--- src/hdl/scit_pkg.sv ---
// Shared constants, types and controller codes for the set intersection counter.
package scit_pkg;

	localparam int SET_SIZE_DEF = 16;
	localparam int VAL_W        = 64;
	localparam int KEY_W        = 2 * VAL_W;
	localparam int CNT_W        = 9;
	localparam logic [CNT_W-1:0] COUNT_MAX     = '1;
	localparam logic [CNT_W-1:0] THRESHOLD_RST = CNT_W'(1);

	localparam logic ACT_LOAD    = 1'b0;
	localparam logic ACT_COMPARE = 1'b1;

	typedef enum logic [1:0] {
		ST_IDLE,
		ST_SWEEP,
		ST_DONE
	} scit_state_t;

	// controller to datapath
	typedef struct packed {
		logic load;   // write accepted word into the store
		logic start;  // capture compare key, rewind read address
		logic issue;  // read one store entry
		logic emit;   // load result register, clear pair count and load pointer
	} scit_cmd_t;

	// datapath to controller
	typedef struct packed {
		logic sweep_end; // read address reached load pointer
		logic last;      // captured compare word was the final one
		logic out_free;  // result register can take a new word
	} scit_sts_t;

endpackage

--- src/hdl/scit_if.sv ---
// Valid/ready channel interfaces for input words and result words.
interface scit_item_if;
	import scit_pkg::*;
	logic             valid;
	logic             ready;
	logic             action;
	logic [VAL_W-1:0] value_low;
	logic [VAL_W-1:0] value_high;
	logic             last;

	modport source (output valid, output action, output value_low, output value_high,
		output last, input ready);
	modport sink (input valid, input action, input value_low, input value_high,
		input last, output ready);
endinterface

interface scit_result_if;
	import scit_pkg::*;
	logic             valid;
	logic             ready;
	logic [CNT_W-1:0] pair_count;
	logic             is_match;

	modport source (output valid, output pair_count, output is_match, input ready);
	modport sink (input valid, input pair_count, input is_match, output ready);
endinterface

--- src/hdl/scit_ctrl.sv ---
// Controller state machine: accepts words, sequences the store sweep and result hand-off.
module scit_ctrl import scit_pkg::*; (
	input  logic      clk,
	input  logic      arst_n,
	input  logic      item_valid,
	input  logic      item_action,
	input  scit_sts_t sts,
	output logic      item_ready,
	output scit_cmd_t cmd
);

	scit_state_t state_q;
	scit_state_t state_nxt;

	always_ff @(posedge clk or negedge arst_n) begin
		if (!arst_n) begin
			state_q <= ST_IDLE;
		end else begin
			state_q <= state_nxt;
		end
	end

	always_comb begin
		state_nxt  = state_q;
		item_ready = 1'b0;
		cmd        = '0;
		unique case (state_q)
			ST_IDLE: begin
				item_ready = 1'b1;
				if (item_valid) begin
					if (item_action == ACT_COMPARE) begin
						cmd.start = 1'b1;
						state_nxt = ST_SWEEP;
					end else begin
						cmd.load = 1'b1;
					end
				end
			end
			ST_SWEEP: begin
				if (sts.sweep_end) begin
					state_nxt = ST_DONE;
				end else begin
					cmd.issue = 1'b1;
				end
			end
			ST_DONE: begin
				if (!sts.last) begin
					state_nxt = ST_IDLE;
				end else if (sts.out_free) begin
					cmd.emit  = 1'b1;
					state_nxt = ST_IDLE;
				end
			end
			default: begin
				state_nxt = ST_IDLE;
			end
		endcase
	end

endmodule

--- src/hdl/scit_dp.sv ---
// Datapath: first-party store, compare key, sweep address, pair counter, result register.
module scit_dp import scit_pkg::*; #(
	parameter int SET_SIZE = SET_SIZE_DEF
) (
	input  logic             clk,
	input  logic             arst_n,
	input  scit_cmd_t        cmd,
	output scit_sts_t        sts,
	input  logic [VAL_W-1:0] value_low,
	input  logic [VAL_W-1:0] value_high,
	input  logic             last,
	input  logic             cfg_we,
	input  logic [CNT_W-1:0] cfg_wdata,
	output logic             out_valid,
	input  logic             out_ready,
	output logic [CNT_W-1:0] out_pair_count,
	output logic             out_is_match
);

	localparam int PTR_W = $clog2(SET_SIZE + 1);
	localparam int IDX_W = (SET_SIZE > 1) ? $clog2(SET_SIZE) : 1;
	localparam logic [PTR_W-1:0] PTR_FULL = PTR_W'(SET_SIZE);

	logic [KEY_W-1:0] store_mem [SET_SIZE];

	logic [PTR_W-1:0] load_ptr_q;
	logic [PTR_W-1:0] addr_q;
	logic [KEY_W-1:0] key_q;
	logic             last_q;
	logic [KEY_W-1:0] rd_data_s1;
	logic             rd_vld_s1;
	logic [CNT_W-1:0] count_q;
	logic [CNT_W-1:0] thr_q;
	logic             out_vld_q;
	logic [CNT_W-1:0] out_cnt_q;
	logic             out_match_q;
	logic             hit;

	assign hit = rd_vld_s1 && (rd_data_s1 == key_q);

	assign sts.sweep_end = (addr_q == load_ptr_q);
	assign sts.last      = last_q;
	assign sts.out_free  = !out_vld_q || out_ready;

	// store write, registered read, compare key and result register capture
	always_ff @(posedge clk) begin
		if (cmd.load && (load_ptr_q != PTR_FULL)) begin
			store_mem[load_ptr_q[IDX_W-1:0]] <= {value_high, value_low};
		end
		if (cmd.issue) begin
			rd_data_s1 <= store_mem[addr_q[IDX_W-1:0]];
		end
		if (cmd.start) begin
			key_q <= {value_high, value_low};
		end
		if (cmd.emit) begin
			out_cnt_q   <= count_q;
			out_match_q <= (count_q >= thr_q);
		end
	end

	always_ff @(posedge clk or negedge arst_n) begin
		if (!arst_n) begin
			load_ptr_q <= '0;
			addr_q     <= '0;
			last_q     <= 1'b0;
			rd_vld_s1  <= 1'b0;
			count_q    <= '0;
			thr_q      <= THRESHOLD_RST;
			out_vld_q  <= 1'b0;
		end else begin
			rd_vld_s1 <= cmd.issue;
			if (cfg_we) begin
				thr_q <= cfg_wdata;
			end
			if (cmd.start) begin
				addr_q <= '0;
				last_q <= last;
			end else if (cmd.issue) begin
				addr_q <= addr_q + PTR_W'(1);
			end
			if (cmd.emit) begin
				load_ptr_q <= '0;
				count_q    <= '0;
			end else begin
				if (cmd.load && (load_ptr_q != PTR_FULL)) begin
					load_ptr_q <= load_ptr_q + PTR_W'(1);
				end
				if (hit && (count_q != COUNT_MAX)) begin
					count_q <= count_q + CNT_W'(1);
				end
			end
			if (cmd.emit) begin
				out_vld_q <= 1'b1;
			end else if (out_ready) begin
				out_vld_q <= 1'b0;
			end
		end
	end

	assign out_valid      = out_vld_q;
	assign out_pair_count = out_cnt_q;
	assign out_is_match   = out_match_q;

	a_ptr_bound: assert property (@(posedge clk) disable iff (!arst_n)
		load_ptr_q <= PTR_FULL)
		else $error("load pointer beyond store size");

	a_issue_in_range: assert property (@(posedge clk) disable iff (!arst_n)
		cmd.issue |-> (addr_q < load_ptr_q))
		else $error("store read past loaded entries");

	a_emit_free: assert property (@(posedge clk) disable iff (!arst_n)
		cmd.emit |-> (!out_vld_q || out_ready))
		else $error("result word overwritten before taken");

	a_count_mono: assert property (@(posedge clk) disable iff (!arst_n)
		!cmd.emit |=> (count_q >= $past(count_q)))
		else $error("pair count dropped without a result");

	a_no_read_on_emit: assert property (@(posedge clk) disable iff (!arst_n)
		cmd.emit |-> !rd_vld_s1)
		else $error("result taken while a compare is still in flight");

endmodule

--- src/hdl/set_intersection_count_threshold.sv ---
// Top level: counts equal 128-bit value pairs between two parties and tests a threshold.
//
//  channel  dir  handshake      payload
//  item     in   valid/ready    action, value_low, value_high, last
//  result   out  valid/ready    pair_count, is_match
//  cfg      in   cfg_we         cfg_wdata (match_threshold)
//
// Words are accepted only in idle; a compare word holds off the next word while the
// store, one memory, is swept one entry per cycle through a registered read port.
// Reset clears the load pointer, pair count and result valid; threshold resets to 1.
// The result register lets the next word in while a result waits; a final compare
// word waits in its last cycle until the result register is free.
module set_intersection_count_threshold import scit_pkg::*; #(
	parameter int SET_SIZE = SET_SIZE_DEF
) (
	input  logic             clk,
	input  logic             arst_n,
	scit_item_if.sink        item,
	scit_result_if.source    result,
	input  logic             cfg_we,
	input  logic [CNT_W-1:0] cfg_wdata
);

	scit_cmd_t cmd;
	scit_sts_t sts;

	scit_ctrl u_ctrl (
		.clk         (clk),
		.arst_n      (arst_n),
		.item_valid  (item.valid),
		.item_action (item.action),
		.sts         (sts),
		.item_ready  (item.ready),
		.cmd         (cmd)
	);

	scit_dp #(
		.SET_SIZE (SET_SIZE)
	) u_dp (
		.clk            (clk),
		.arst_n         (arst_n),
		.cmd            (cmd),
		.sts            (sts),
		.value_low      (item.value_low),
		.value_high     (item.value_high),
		.last           (item.last),
		.cfg_we         (cfg_we),
		.cfg_wdata      (cfg_wdata),
		.out_valid      (result.valid),
		.out_ready      (result.ready),
		.out_pair_count (result.pair_count),
		.out_is_match   (result.is_match)
	);

endmodule
--- src/flat_wrapper.sv ---
// flat-port wrapper written by rule: the top's interface ports become plain ports
module set_intersection_count_threshold_flat import scit_pkg::*;
#(
	parameter int SET_SIZE = SET_SIZE_DEF
)
  (clk, arst_n, cfg_we, cfg_wdata, item_valid, item_action, item_value_low, item_value_high, item_last, item_ready, result_valid, result_pair_count, result_is_match, result_ready);
  scit_item_if item_i ();
  scit_result_if result_i ();
  input  logic clk;
  input  logic arst_n;
  input  logic cfg_we;
  input  logic [CNT_W-1:0] cfg_wdata;
  input wire logic [$bits(item_i.valid)-1:0] item_valid;
  input wire logic [$bits(item_i.action)-1:0] item_action;
  input wire logic [$bits(item_i.value_low)-1:0] item_value_low;
  input wire logic [$bits(item_i.value_high)-1:0] item_value_high;
  input wire logic [$bits(item_i.last)-1:0] item_last;
  output wire logic [$bits(item_i.ready)-1:0] item_ready;
  output wire logic [$bits(result_i.valid)-1:0] result_valid;
  output wire logic [$bits(result_i.pair_count)-1:0] result_pair_count;
  output wire logic [$bits(result_i.is_match)-1:0] result_is_match;
  input wire logic [$bits(result_i.ready)-1:0] result_ready;
  assign item_i.valid = item_valid;
  assign item_i.action = item_action;
  assign item_i.value_low = item_value_low;
  assign item_i.value_high = item_value_high;
  assign item_i.last = item_last;
  assign item_ready = item_i.ready;
  assign result_valid = result_i.valid;
  assign result_pair_count = result_i.pair_count;
  assign result_is_match = result_i.is_match;
  assign result_i.ready = result_ready;
  set_intersection_count_threshold #(.SET_SIZE(SET_SIZE)) u_core (.clk(clk), .arst_n(arst_n), .item(item_i), .result(result_i), .cfg_we(cfg_we), .cfg_wdata(cfg_wdata));
endmodule
--- config.mk ---
export PLATFORM = sky130hd
export DESIGN_NAME = set_intersection_count_threshold_flat
export DESIGN_NICKNAME = d
export VERILOG_FILES = /design/src/hdl/scit_pkg.sv /design/src/hdl/scit_if.sv /design/src/hdl/scit_ctrl.sv /design/src/hdl/scit_dp.sv /design/src/hdl/set_intersection_count_threshold.sv /design/src/flat_wrapper.sv
export SDC_FILE = /design/constraint.sdc
export NUM_CORES = 2
export LEC_CHECK = 0
export ABC_AREA = 1
export BUFFER_PORTS_ARGS = -buffer_cell sky130_fd_sc_hd__buf_2
export CORE_ASPECT_RATIO = 0.6
export CORE_MARGIN = 4
export CORE_UTILIZATION = 55
export DETAILED_ROUTE_END_ITERATION = 8
export GPL_ROUTABILITY_DRIVEN = 0
export HOLD_SLACK_MARGIN = 0.08
export MAX_ROUTING_LAYER = met4
export PLACE_DENSITY = 0.71
export SETUP_SLACK_MARGIN = 0.3
export SYNTH_ARGS = -nofsm -noshare
export SYNTH_HDL_FRONTEND = slang
export SYNTH_SLANG_ARGS = --single-unit
--- constraint.sdc ---
create_clock -name clk -period 8.42 [get_ports clk]
set_input_delay 1.684 -clock clk [delete_from_list [all_inputs] [get_ports clk]]
set_output_delay 1.684 -clock clk [all_outputs]
set_load 0.01 [all_outputs]
# [Word level (Yosys, flattened, before mapping)]
# Memory sizes are Yosys's and may differ from the RTL's. A register that Yosys moved wholly into a read port is not among the register bits.
# Index checks and enable logic that the tools add are counted.
[totals] mem_bits_rw=2048 output_inout_bits=12 memories=1 reg_bits=171
[memory_table] memory="u_core.u_dp.store_mem" depth=16 word_bits=128 rd=1 rd_ports_with_merged_regs=1 wr=1 line_no="scit_dp.sv:24" text="logic [KEY_W-1:0] store_mem [SET_SIZE];"
[classes] n_lt_le_gt_ge=1 n_eq_ne=10 n_mux=26 addsub=3 reduce_logical=11
[ops] cell="== test 128 bit" n=1
[ops] cell="2-to-1 mux 5 bit" n=4
[ops] cell="2-to-1 mux 9 bit" n=2
[ops] cell="2-to-1 mux 2 bit" n=7
[ops] cell="2-to-1 mux 1 bit" n=12
[ops] cell="adder 5 x 1 -> 5 bit (second input constant)" n=2
[ops] cell="adder 9 x 1 -> 9 bit (second input constant)" n=1
[ops] cell="greater-or-equal comparator 9 bit" n=1
[ops] cell="!= test 9 bit (second input constant)" n=1
[ops] cell="nonzero test 2 bit" n=4
[ops] cell="one-hot mux 2 bit (3 select lines)" n=1
[ops] cell="== test 5 bit" n=1
[ops] cell="!= test 5 bit (second input constant)" n=1
[ops] cell="!= test 2 bit (second input constant)" n=2
[ops] cell="AND reduction 4 bit" n=1
[ops] cell="logical AND 1 bit" n=3
[ops] cell="!= test 3 x 2 -> 1 bit (second input constant)" n=1
[ops] cell="== test 2 x 1 -> 1 bit (second input constant)" n=1
[ops] cell="== test 2 bit (second input constant)" n=1
[ops] cell="zero test 2 bit" n=1
[ops] cell="!= test 2 x 1 -> 1 bit (second input constant)" n=1
[ops] cell="zero test 1 bit" n=1
[ops] cell="logical OR 1 bit" n=1

# [Depth between registers and ports, before layout]
[depth] depth_word=6 depth_mapped=16 depth_no_buf=16

# [By module]
# From an unflattened synthesis, not the netlist that was laid out.
[hier_totals] cells_unflattened=6664 hier_area_um2=90983.5
[by_module_without_submodules] module="scit_dp" instances=1 seq_area_each_um2=70263.6 area_per_inst_um2=90853.4 cells_per_inst=6643
[by_module_without_submodules] module="scit_ctrl" instances=1 seq_area_each_um2=50.0 area_per_inst_um2=130.1 cells_per_inst=21

# [Worst setup path after synthesis]
# Ideal clock, no wire load.
[synth_path] kind="in2reg" start="input port item_valid" end="register u_core.u_dp.addr_q[0]" arrival_time_ns=8.222 setup_time_ns=0.136 slack_ns=0.061 required_ns=8.284 cell_stages=5 cell_sequence="nand2_1 -> nor2_1 -> inv_1 -> nand2_1 -> o21ai_1"
[synth_rtl] item="start, declared" line_no="flat_wrapper.sv:13" text="input wire logic [$bits(item_i.valid)-1:0] item_valid;"
[synth_rtl] item="end signal, assigned" line_no="scit_dp.sv:80" text="addr_q <= addr_q + PTR_W'(1);"
[synth_rtl] item="end, declared" line_no="scit_dp.sv:27" text="logic [PTR_W-1:0] addr_q;"

# [Worst setup path in the final report]
[layout_path] start="register u_core.u_dp.addr_q[0]" end="register u_core.u_dp.rd_data_s1[72], read port of u_core.u_dp.store_mem (data pin)"
[layout_between] elab_chain_len=3
[layout_rtl] item="== test 5 bit" line_no="scit_dp.sv:41" text="assign sts.sweep_end = (addr_q == load_ptr_q);"
[layout_rtl] item="2-to-1 mux 1 bit" line_no="scit_ctrl.sv:40" text="if (sts.sweep_end) begin"
[layout_rtl] item="2-to-1 mux 1 bit" line_no="scit_ctrl.sv:27" text="unique case (state_q)"
[layout_rtl] item="end, declared" line_no="scit_dp.sv:30" text="logic [KEY_W-1:0] rd_data_s1;"
# Parallel ways exist; a longest one is shown, timed or not.
# A chain may end at the register's enable or synchronous reset.

==> results_dict.tcl <==
set metrics [dict create \
    status "finished, final reports clean" \
    rsz0062_at_grt "false" \
    cp_common_cell "buf_12" \
    dieArea_um2 172000 \
    die_w_um 532 \
    wire_per_inst_um 26.3 \
    critPathArrivalTime_ps 5010 \
    grt_usage 0.276 \
    synth_cell_types 39 \
    num_rows 115 \
    syn_area_per_cell_um2 13.8 \
    clk_path_buf_depth 4 \
    hold_viol_final 0 \
    cap_violations 0 \
    tightest_slew_ps 1140 \
    vdd_ir_drop_max_mv 0.280 \
    finalSetupViolCount 0 \
    root_buffer "clkbuf_16" \
    critPathKind "register to register" \
    insertion_delay_ps 840 \
    nets 6727 \
    final_common_cell "edfxtp_1" \
    synth_enable_flop_cells 2314 \
    num_vias 56100 \
    dr.pass1.iters 5 \
    io_buffers 155 \
    path_max_fanout 213 \
    setup_tns_ps 0 \
    antenna_found_initial 33 \
    ios 156 \
    yosysSeqAreaShare 0.775 \
    critPathRequiredTime_ps 9110 \
    synth_cells 6558 \
    grt_pass1_vias 52700 \
    critPathTopFamily "buffers and inverters" \
    cts_hold_buf 0 \
    tritoncts "yes" \
    clock_sinks 2347 \
    path_cells "buf_12 > buf_12 > buf_4 > o21ai_0 > o22ai_1 > nand2_1 > nand3_1" \
    finClkSkew_ps 58.8 \
    synth_area_um2 90800 \
    initial_utilization 0.554 \
    drive_gt1_frac 0.0771 \
    yosys.area.top_type "edfxtp_1" \
    final_util 0.607 \
    grt_max_degree 232 \
    synthArstFlopShare 0.0141 \
    overflow 0 \
    synth.top_cell.area_share 0.765 \
    cp-start-kind "register" \
    synth_ff_type "edfxtp_1" \
    antenna_left 0 \
    worst-path-buf-inv 3 \
    synth_nets 6718 \
    fmax_mhz 231 \
    cp-end-kind "register" \
    synth.area.top_cells "edfxtp_1 77%, o21ai_0 5.7%, nor2_1 4.6%" \
    wl_mm 234 \
    cpMaxStageDelayCell "dfrtp_4" \
    post-route-period-util 0.514 \
    clk_pin_slew_worst_paths_ps 70 \
    cts_resized 0 \
    ctsHtreeMaxLevel 4 \
    place_inst 8528 \
    core_um2 164000 \
    power.density_nw_per_um2 319 \
    drt_iter0_drc 8614 \
    via_per_inst 6.30 \
    hp-class "register to register" \
    area_growth_pct 9.52 \
    p_leak_nw 32.3 \
    slowest_delay_ps 950 \
    fin_crit_ps 4320 \
    hpwl_mm 117 \
    drcViolationCount 0 \
    fin_cells 8903 \
    max_slew_margin 0.243 \
    synth_seq_cells 2347 \
    fp.dieH_um 323 \
    cts.repair_timing.setup_buffer_count 0 \
    mostFrequentLayoutCells "2314 x edfxtp_1, 1087 x nor2_1, 1028 x o21ai_0, 516 x nand2_1, 302 x o22ai_1" \
    grt_pass1_wl_mm 346 \
    ys_warn_count 0 \
    final_max_slew_viol_count 0 \
    cts-buffers-inserted 201 \
]
-- stage by stage --
stage | power, mW | hold WS, ps | instance area, µm² | setup WS [ps]
floorplan | 20.2 | 443 | 90800 | 270
global placement | 22.7 | 461 | 93300 | 3360
detailed placement | 22.9 | 468 | 93300 | 3310
CTS | 31.7 | 486 | 99400 | 4140
global route | 33.2 | 553 | 99400 | 3910
finish | 31.7 | 483 | 99400 | 4100
-- routing by layer --
layer	vias up	track usage	routed length, µm
met5	-	-	0
met4	0	0.0554	4910
met3	404	0.0552	29700
met2	3491	0.395	102000
met1	27700	0.415	98000
li1	24400	-	-
-- final timing paths --
kind	cells past startpoint	slack [ps]	from	to
max	7	4100	u_core.u_dp.addr_q[0]	u_core.u_dp.rd_data_s1[72]
min	2	480	u_core.u_dp.last_q	u_core.u_dp.last_q
max reg2reg	7	4100	u_core.u_dp.addr_q[0]	u_core.u_dp.rd_data_s1[72]
min reg2reg	2	480	u_core.u_dp.last_q	u_core.u_dp.last_q
max in group asynchronous	1	6850	arst_n	u_core.u_dp.addr_q[0]
min in group asynchronous	1	980	arst_n	u_core.u_dp.load_ptr_q[1]
-- area by class of cell --
type	instances	area, µm²
fill	12100	64500
sequential	2347	70300
clock inverter	102	820
clock buffer	252	5270
multi-input combinational	3604	17900
timing repair buffer	223	1600
antenna	21	52.6
tap	2164	2710
inverter	190	783
-- flip-flops by register name, summed over array words and instances (netlist names), 2 cells and up --
signal,flops
u_core.u_ctrl.state_q,2
u_core.u_dp.rd_data_s1,128
u_core.u_dp.out_pair_count,9
u_core.u_dp.store_mem,2048
u_core.u_dp.load_ptr_q,5
u_core.u_dp.count_q,9
u_core.u_dp.addr_q,5
u_core.u_dp.thr_q,9
u_core.u_dp.key_q,128
-- tightest hold or removal path, cell delays in order, from the launching register on --
cell	delay [ps]
dfrtp_1	350
nand2_1	60
nand2_1	50
-- cell usage after synthesis, types with 44 or more instances --
cell type,count
nor2_1,1104
o211ai_1,46
clkbuf_1,237
edfxtp_1,2314
xnor2_1,44
buf_2,111
o22ai_1,302
nand3_1,236
o21ai_0,1028
o221ai_1,210
inv_1,188
nand2_1,516
-- logic make-up (layout without fill, tap and decap cells) --
logic type | Yosys count | in the layout | share of synthesized area
mux | 1 | 1 | 0.000124
simple gates | 1908 | 1908 | 0.0837
other cells | 0 | 21 | 0
compound gates | 1620 | 1620 | 0.104
fa+ha+maj | 16 | 16 | 0.00221
xor+xnor | 59 | 59 | 0.00569
buf+inv | 607 | 767 | 0.0301
flops | 2347 | 2347 | 0.775
-- power by group --
part,switching (mW),internal (mW)
sequential,0.429,13.9
clock,4.06,4.82
combinational,6.24,2.25
(Power assumes the default switching activity.)
